**src/rtl/core/jpeg_exif_header_parser_core_macros.svh**
```systemverilog
// assertion helpers for the jpeg parser
`ifndef JPEG_EXIF_HEADER_PARSER_CORE_MACROS_SVH
`define JPEG_EXIF_HEADER_PARSER_CORE_MACROS_SVH

// antecedent implies consequent in the same cycle
`define JEHP_ASSERT_NOW(lbl, ante, cons, msg) \
    lbl: assert property (@(posedge aclk) disable iff (!aresetn) (ante) |-> (cons)) else $error(msg);

// antecedent implies consequent in the next cycle
`define JEHP_ASSERT_NEXT(lbl, ante, cons, msg) \
    lbl: assert property (@(posedge aclk) disable iff (!aresetn) (ante) |=> (cons)) else $error(msg);

`endif

```
**src/rtl/core/jehp_pkg.sv**
```systemverilog
`default_nettype none
package jehp_pkg;

    localparam int SEGMENT_BYTES = 65536;
    localparam int SEG_AW = $clog2(SEGMENT_BYTES);
    localparam int MAX_IFDS = 2;
    localparam int IFD_W = $clog2(MAX_IFDS + 1);

    localparam logic [15:0] MARKER_SOS = 16'hffda;
    localparam logic [15:0] MARKER_APP1 = 16'hffe1;
    localparam logic [15:0] MARKER_SOF0 = 16'hffc0;
    localparam logic [15:0] MARKER_SOF3 = 16'hffc3;
    localparam logic [7:0] SOI_FIRST = 8'hff;
    localparam logic [7:0] SOI_SECOND = 8'hd8;
    localparam logic [15:0] TIFF_MAGIC = 16'h002a;
    localparam logic [15:0] BOM_BIG = 16'h4d4d;
    localparam logic [15:0] BOM_LITTLE = 16'h4949;
    localparam logic [15:0] TAG_THUMB_OFF = 16'h0201;
    localparam logic [15:0] TAG_THUMB_SIZE = 16'h0202;
    localparam logic [15:0] TAG_ORIENT = 16'h0112;
    localparam logic [47:0] EXIF_MAGIC = 48'h457869660000;

    localparam logic [15:0] TYPE_U8 = 16'd1;
    localparam logic [15:0] TYPE_ASCII = 16'd2;
    localparam logic [15:0] TYPE_U16 = 16'd3;
    localparam logic [15:0] TYPE_U32 = 16'd4;
    localparam logic [15:0] TYPE_S8 = 16'd6;
    localparam logic [15:0] TYPE_S16 = 16'd8;

    localparam logic [1:0] REG_WANT_DIM = 2'd0;
    localparam logic [1:0] REG_WANT_EXIF = 2'd1;
    localparam logic [1:0] REG_WANT_THUMB = 2'd2;

    localparam logic [1:0] ST_OK = 2'd0;
    localparam logic [1:0] ST_NO_SOI = 2'd1;
    localparam logic [1:0] ST_EARLY_END = 2'd2;
    localparam logic [1:0] ST_MALFORMED = 2'd3;

    typedef enum logic [1:0] {KIND_SKIP, KIND_SOF, KIND_APP1} seg_kind_t;

    typedef enum logic [3:0] {
        PH_SOI0, PH_SOI1, PH_M0, PH_M1, PH_L0, PH_L1, PH_BODY, PH_PARSE, PH_DONE
    } phase_t;

    typedef enum logic [3:0] {
        WK_IDLE, WK_READ, WK_SOF, WK_MAGIC, WK_HDR, WK_CHK, WK_CNT, WK_ELOOP,
        WK_ENT, WK_NEXT, WK_FIN, WK_DONE
    } walk_state_t;

    typedef struct packed {
        logic done;
        logic err;
    } walk_res_t;

    function automatic logic [15:0] rd16(input logic [7:0] a, input logic [7:0] b,
                                         input logic be);
        rd16 = be ? {a, b} : {b, a};
    endfunction

    function automatic logic [31:0] rd32(input logic [31:0] bytes_in, input logic be);
        rd32 = be ? bytes_in : {bytes_in[7:0], bytes_in[15:8], bytes_in[23:16],
                                bytes_in[31:24]};
    endfunction

endpackage
`default_nettype wire

```
**src/rtl/core/jehp_walker.sv**
```systemverilog
`default_nettype none
module jehp_walker import jehp_pkg::*; (
    input  wire logic              aclk,
    input  wire logic              aresetn,
    input  wire logic              clr,
    input  wire logic              start,
    input  wire seg_kind_t         kind,
    input  wire logic [16:0]       seg_len,
    input  wire logic              want_thumb,
    output logic [SEG_AW-1:0]      rd_addr,
    input  wire logic [7:0]        rd_data,
    output walk_res_t              res,
    output logic signed [16:0]     width_out,
    output logic signed [16:0]     height_out,
    output logic [31:0]            orient_out,
    output logic                   thumb_valid_out,
    output logic [15:0]            thumb_off_out,
    output logic [15:0]            thumb_size_out
);

    walk_state_t state_reg, state_next, ret_reg, ret_next;
    logic [16:0] ptr_reg, ptr_next;
    logic [3:0] left_reg, left_next;
    logic pend_reg, pend_next;
    logic [95:0] buf_reg, buf_next;
    logic err_reg, err_next;
    logic be_reg, be_next;
    logic [31:0] ifd_reg, ifd_next;
    logic [IFD_W-1:0] idx_reg, idx_next;
    logic [15:0] ent_reg, ent_next;
    logic [16:0] n_reg, n_next;
    logic [16:0] tl_reg, tl_next;
    logic [31:0] off_reg, off_next, size_reg, size_next;
    logic off_seen_reg, off_seen_next, size_seen_reg, size_seen_next;
    logic signed [16:0] w_reg, w_next, h_reg, h_next;
    logic [31:0] or_reg, or_next;
    logic tv_reg, tv_next;
    logic [15:0] to_reg, to_next, ts_reg, ts_next;

    always_ff @(posedge aclk) begin
        if (!aresetn) begin
            state_reg <= WK_IDLE;
            pend_reg <= 1'b0;
            w_reg <= -17'sd1;
            h_reg <= -17'sd1;
            or_reg <= '0;
            tv_reg <= 1'b0;
            to_reg <= '0;
            ts_reg <= '0;
        end else begin
            state_reg <= state_next;
            pend_reg <= pend_next;
            w_reg <= w_next;
            h_reg <= h_next;
            or_reg <= or_next;
            tv_reg <= tv_next;
            to_reg <= to_next;
            ts_reg <= ts_next;
        end
        ret_reg <= ret_next;
        ptr_reg <= ptr_next;
        left_reg <= left_next;
        buf_reg <= buf_next;
        err_reg <= err_next;
        be_reg <= be_next;
        ifd_reg <= ifd_next;
        idx_reg <= idx_next;
        ent_reg <= ent_next;
        n_reg <= n_next;
        tl_reg <= tl_next;
        off_reg <= off_next;
        size_reg <= size_next;
        off_seen_reg <= off_seen_next;
        size_seen_reg <= size_seen_next;
    end

    always_comb begin
        logic [15:0] ety, etag, cnt;
        logic [31:0] val;
        logic [33:0] lim;
        state_next = state_reg;
        ret_next = ret_reg;
        ptr_next = ptr_reg;
        left_next = left_reg;
        pend_next = pend_reg;
        buf_next = buf_reg;
        err_next = err_reg;
        be_next = be_reg;
        ifd_next = ifd_reg;
        idx_next = idx_reg;
        ent_next = ent_reg;
        n_next = n_reg;
        tl_next = tl_reg;
        off_next = off_reg;
        size_next = size_reg;
        off_seen_next = off_seen_reg;
        size_seen_next = size_seen_reg;
        w_next = w_reg;
        h_next = h_reg;
        or_next = or_reg;
        tv_next = tv_reg;
        to_next = to_reg;
        ts_next = ts_reg;
        res = '0;
        ety = rd16(buf_reg[79:72], buf_reg[71:64], be_reg);
        etag = rd16(buf_reg[95:88], buf_reg[87:80], be_reg);
        cnt = rd16(buf_reg[15:8], buf_reg[7:0], be_reg);
        lim = {2'b00, ifd_reg} + 34'd6 + {16'd0, cnt, 2'b00} + {15'd0, cnt, 3'b000};
        val = '0;
        case (ety)
            TYPE_U8: val = {24'd0, buf_reg[31:24]};
            TYPE_ASCII, TYPE_U32: val = rd32(buf_reg[31:0], be_reg);
            TYPE_U16: val = {16'd0, rd16(buf_reg[31:24], buf_reg[23:16], be_reg)};
            TYPE_S8: val = {{24{buf_reg[31]}}, buf_reg[31:24]};
            TYPE_S16: begin
                val = {16'd0, rd16(buf_reg[31:24], buf_reg[23:16], be_reg)};
                val[31:16] = {16{val[15]}};
            end
            default: val = '0;
        endcase

        case (state_reg)
            WK_IDLE: begin
                if (start) begin
                    n_next = seg_len;
                    err_next = 1'b0;
                    off_seen_next = 1'b0;
                    size_seen_next = 1'b0;
                    pend_next = 1'b0;
                    state_next = WK_READ;
                    if (kind == KIND_SOF) begin
                        ptr_next = 17'd1;
                        left_next = 4'd4;
                        ret_next = WK_SOF;
                        if (seg_len < 17'd5) begin
                            err_next = 1'b1;
                            state_next = WK_DONE;
                        end
                    end else begin
                        ptr_next = 17'd0;
                        left_next = 4'd6;
                        ret_next = WK_MAGIC;
                        if (seg_len < 17'd6) begin
                            state_next = WK_DONE;
                        end
                    end
                end
            end
            WK_READ: begin
                if (!pend_reg) begin
                    pend_next = 1'b1;
                end else begin
                    pend_next = 1'b0;
                    buf_next = {buf_reg[87:0], rd_data};
                    ptr_next = ptr_reg + 17'd1;
                    left_next = left_reg - 4'd1;
                    if (left_reg == 4'd1) begin
                        state_next = ret_reg;
                    end
                end
            end
            WK_SOF: begin
                h_next = {1'b0, buf_reg[31:16]};
                w_next = {1'b0, buf_reg[15:0]};
                state_next = WK_DONE;
            end
            WK_MAGIC: begin
                tl_next = n_reg - 17'd6;
                if (buf_reg[47:0] != EXIF_MAGIC) begin
                    state_next = WK_DONE;
                end else if (n_reg < 17'd14) begin
                    err_next = 1'b1;
                    state_next = WK_DONE;
                end else begin
                    ptr_next = 17'd6;
                    left_next = 4'd8;
                    ret_next = WK_HDR;
                    state_next = WK_READ;
                end
            end
            WK_HDR: begin
                state_next = WK_CHK;
                idx_next = '0;
                if (buf_reg[63:48] == BOM_BIG) begin
                    be_next = 1'b1;
                end else if (buf_reg[63:48] == BOM_LITTLE) begin
                    be_next = 1'b0;
                end else begin
                    err_next = 1'b1;
                    state_next = WK_DONE;
                end
                if (rd16(buf_reg[47:40], buf_reg[39:32], be_next) != TIFF_MAGIC) begin
                    err_next = 1'b1;
                    state_next = WK_DONE;
                end
                ifd_next = rd32(buf_reg[31:0], be_next);
            end
            WK_CHK: begin
                if (ifd_reg == 32'd0 || idx_reg == IFD_W'(MAX_IFDS)) begin
                    state_next = WK_FIN;
                end else if ({2'b00, ifd_reg} + 34'd2 > {17'd0, tl_reg}) begin
                    err_next = 1'b1;
                    state_next = WK_DONE;
                end else begin
                    ptr_next = ifd_reg[16:0] + 17'd6;
                    left_next = 4'd2;
                    ret_next = WK_CNT;
                    state_next = WK_READ;
                end
            end
            WK_CNT: begin
                ent_next = cnt;
                // table plus next-link must lie inside the tiff data
                if (lim > {17'd0, tl_reg}) begin
                    err_next = 1'b1;
                    state_next = WK_DONE;
                end else begin
                    state_next = WK_ELOOP;
                end
            end
            WK_ELOOP: begin
                state_next = WK_READ;
                if (ent_reg == 16'd0) begin
                    left_next = 4'd4;
                    ret_next = WK_NEXT;
                end else begin
                    left_next = 4'd12;
                    ret_next = WK_ENT;
                end
            end
            WK_ENT: begin
                ent_next = ent_reg - 16'd1;
                state_next = WK_ELOOP;
                if (idx_reg == IFD_W'(1) && etag == TAG_THUMB_OFF) begin
                    off_next = val;
                    off_seen_next = 1'b1;
                end else if (idx_reg == IFD_W'(1) && etag == TAG_THUMB_SIZE) begin
                    size_next = val;
                    size_seen_next = 1'b1;
                end else if (idx_reg == '0 && etag == TAG_ORIENT) begin
                    or_next = val;
                end
            end
            WK_NEXT: begin
                ifd_next = rd32(buf_reg[31:0], be_reg);
                idx_next = idx_reg + IFD_W'(1);
                state_next = WK_CHK;
            end
            WK_FIN: begin
                if (want_thumb && off_seen_reg && size_seen_reg &&
                    ({1'b0, off_reg} + {1'b0, size_reg} <= {16'd0, tl_reg})) begin
                    tv_next = 1'b1;
                    to_next = off_reg[15:0];
                    ts_next = size_reg[15:0];
                end
                state_next = WK_DONE;
            end
            WK_DONE: begin
                res.done = 1'b1;
                res.err = err_reg;
                state_next = WK_IDLE;
            end
            default: state_next = WK_IDLE;
        endcase

        if (clr) begin
            w_next = -17'sd1;
            h_next = -17'sd1;
            or_next = '0;
            tv_next = 1'b0;
            to_next = '0;
            ts_next = '0;
        end
    end

    assign rd_addr = ptr_reg[SEG_AW-1:0];
    assign width_out = w_reg;
    assign height_out = h_reg;
    assign orient_out = or_reg;
    assign thumb_valid_out = tv_reg;
    assign thumb_off_out = to_reg;
    assign thumb_size_out = ts_reg;

endmodule
`default_nettype wire

```
**config.mk**
```make
export PLATFORM = sky130hd
export DESIGN_NAME = jehp_walker
export DESIGN_NICKNAME = d
export VERILOG_FILES = /design/src/rtl/core/jpeg_exif_header_parser_core_macros.svh /design/src/rtl/core/jehp_pkg.sv /design/src/rtl/core/jehp_walker.sv
export SDC_FILE = /design/constraint.sdc
export NUM_CORES = 1
export LEC_CHECK = 0
export BUFFER_PORTS_ARGS = -buffer_cell sky130_fd_sc_hd__buf_4
export CORE_MARGIN = 10
export CORE_UTILIZATION = 49
export CTS_CLUSTER_DIAMETER = 150
export CTS_CLUSTER_SIZE = 12
export DETAILED_ROUTE_END_ITERATION = 10
export HOLD_SLACK_MARGIN = 0.05
export PLACE_DENSITY = 0.72
export SETUP_SLACK_MARGIN = 0.1
export SYNTH_ARGS = -nofsm -noshare
export SYNTH_HDL_FRONTEND = slang
export SYNTH_SLANG_ARGS = --single-unit
export TNS_END_PERCENT = 100
```
**constraint.sdc**
```tcl
create_clock -name aclk -period 20.3 [get_ports aclk]
set_input_delay 4.06 -clock aclk [delete_from_list [all_inputs] [get_ports aclk]]
set_output_delay 4.06 -clock aclk [all_outputs]
set_load 0.02 [all_outputs]
```
==> results.json <==
{
  "die_h_um": 227,
  "grt.total_usage_pct": 23.9,
  "placementRows": 75,
  "synth-edff-count": 272,
  "wl_per_cell_um": 23.1,
  "post_cts.repair.setup_buffers": 0,
  "io_pins": 149,
  "die_area_mm2": 0.0515,
  "port_buffers": 148,
  "start_kind": "flop",
  "relSlewSlack_pct": 9.43,
  "regArea_mm2": 0.0102,
  "gp_congestion": 0.951,
  "timing.final.ws_setup_ns": 13.38,
  "dp_hpwl_mm": 46.6,
  "final_common_cell": "nand2_1",
  "async_reset_ff_share_pct": 0,
  "maxUsedRoutingLayer": "met4",
  "synth_top_area_share_pct": 38.9,
  "cts_hold_buf": 0,
  "fin_nets": 2312,
  "synth.yosys.seq_area_share_pct": 48.8,
  "drt_iter0_drc": 1740,
  "synth_flop_cell": "edfxtp_1",
  "numPlacedInstances": 2652,
  "drive_above_1_share_pct": 12.8,
  "maxCapViolations": 0,
  "cts_resized": 0,
  "postSynthRegisterBits": 375,
  "r2r-start": "be_reg$_DFFE_PP_",
  "hold_start": "n_reg[0]$_DFFE_PP_",
  "tightestPinTransition_ns": 1.35,
  "finClkSkew_ns": 0.0272,
  "cp_slowest_stage_delay_ns": 0.74,
  "grt_start_max_net_pins": 70,
  "drc": 0,
  "powerDensity_mw_per_mm2": 110,
  "cts-htree-levels": 2,
  "first_global_vias": 16100,
  "insertion_delay_ns": 0.58,
  "design.core.area_mm2": 0.0421,
  "vias_per_cell": 6.13,
  "fin_crit_sh_pct": 34.1,
  "path_class": "reg -> reg",
  "worstPathCellList": "buf_4 > mux2_2 > fa_1 > ha_1 > a21o_1 > a2111oi_0 > nand2_1 > a21boi_1 > o21ai_0 > xor2_1 > ha_1 > nand4_1 > nor2_1 > a211o_1 > o311ai_0 > o2111a_1 > nand3_1 > or4b_1 > o211a_1",
  "vias": 16700,
  "synthDistinctLibCells": 84,
  "arrival_ns": 7.27,
  "cts_tree": "done",
  "areaGrowthSynthToFinish_pct": 12.7,
  "die_width_um": 227,
  "cpMostUsedCell": "ha_1",
  "hold_viol": 0,
  "yosysTopAreaCell": "edfxtp_1",
  "finalSetupTns_ns": 0,
  "clk_pin_slew_worst_paths_ns": 0.08,
  "met1_length_mm": 26.0,
  "fillers": 3588,
  "setup_viol": 0,
  "multiInputGateArea_mm2": 0.0102,
  "clockBufferDepth": 3,
  "ant_nets": 0,
  "synth_fp_nets": 2211,
  "layout.cells.non_filler": 2718,
  "syn-cell-area_mm2": 0.0210,
  "cts_buffers": 37,
  "min_period_ns": 6.92,
  "peakVddDrop_mv": 0.0625,
  "pre_cts_ws_ns": 13.37,
  "end_kind": "flop",
  "timing.fmax_mhz": 145,
  "wl_met2_mm": 30.1,
  "final_cell_mix": "325 x nand2_1, 272 x edfxtp_1, 165 x buf_4, 134 x a21oi_1, 119 x nor2_1",
  "worst-path-max-fanout": 69,
  "clock-sinks": 375,
  "yosysWarnings": 0,
  "required_ns": 20.65,
  "synthCells": 2051,
  "antennaDiodeCount": 0,
  "routed_wl_mm": 62.8,
  "gr-total-overflow": 0,
  "largest_register_ffs": 96,
  "cts_root_buffer": "clkbuf_16",
  "crit_slowest_cell": "buf_4",
  "antenna_found_initial": 0,
  "cp-startpoint": "be_reg$_DFFE_PP_",
  "status": "finished clean",
  "cp_num_buf_inv": 1,
  "yosys-top-cells-area": "edfxtp_1 39%, dfxtp_1 9.8%, ha_1 6.6%",
  "slew_violations": 0,
  "hold_class": "reg -> reg",
  "initial_core_util_pct": 49.8,
  "first_pass_iters": 6,
  "leakage_nw": 8.74,
  "met3_length_mm": 4.38,
  "cp_top_family": "compound AO/OA/AOI/OAI gates",
  "rsz0062_at_grt": "false",
  "grt_first_pass_wirelength_mm": 94.9,
  "syn_avg_cell_area_um2": 10.2
}
-- path summary, 6_finish.rpt --
| kind | slack, ns | to | cells after the start |
|---|---|---|---|
| max | 13.38 | err_reg$_SDFFCE_PP1P_ | 19 |
| min | 0.42 | tl_reg[0]$_DFFE_PP_ | 0 |
| max reg2reg | 13.38 | err_reg$_SDFFCE_PP1P_ | 19 |
| min reg2reg | 0.42 | tl_reg[0]$_DFFE_PP_ | 0 |
-- report_power, final --
part | leakage [nW] | total (mW) | internal, mW | switching [mW]
registers | 3.33 | 1.11 | 0.978 | 0.128
clock network | 0.526 | 0.656 | 0.350 | 0.307
logic | 4.88 | 0.827 | 0.315 | 0.512
total | 8.74 | 2.59 | 1.64 | 0.946
-- area by class of cell --
| cell class | count | share of cell area [%] |
|---|---|---|
| Clock buffer | 62 | 4.31 |
| Timing Repair Buffer | 165 | 5.24 |
| Tap cell | 539 | 2.85 |
| Clock inverter | 4 | 0.429 |
| Sequential cell | 375 | 43.3 |
| Inverter | 52 | 0.826 |
| Multi-Input combinational cell | 1521 | 43.1 |
-- logic make-up after synthesis --
| group | synth area share [%] |
|---|---|
| and+or+nand+nor | 17.2 |
| AOI/OAI and AO/OA | 12.3 |
| DFF | 48.8 |
| buffers and inverters | 2.94 |
| adders and majority gates | 8.25 |
| muxes | 5.82 |
| xor gates and xnor gates | 4.68 |
-- metal layers --
metal	vias up	global-route usage [%]
li1	7749	-
met1	8070	31.2
met2	715	39.6
met3	122	3.60
met4	0	8.81
met5	-	0
-- stage by stage --
step	hold slack [ns]	util (%)	instance area, um^2	total power, mW
2_1_floorplan	0.400	-	21000	1.67
3_3_place_gp	0.407	53.4	22500	1.92
3_5_place_dp	0.407	53.4	22500	1.93
4_1_cts	0.421	56.1	23600	2.59
5_1_grt	0.430	56.1	23600	2.73
6_report	0.420	56.1	23600	2.59
-- cells in the mapped netlist, drive strengths merged (47+ instances only) --
| library cell | instances |
|---|---|
| nand2 | 326 |
| edfxtp | 272 |
| a21oi | 136 |
| nor2 | 122 |
| ha | 111 |
| dfxtp | 103 |
| clkbuf | 91 |
| o21ai | 83 |
| nand3 | 74 |
| mux2i | 69 |
| xor2 | 59 |
| xnor2 | 53 |
| inv | 52 |
| nor3 | 48 |
| mux2 | 47 |
No activity file was read; power rests on OpenSTA's default activity.
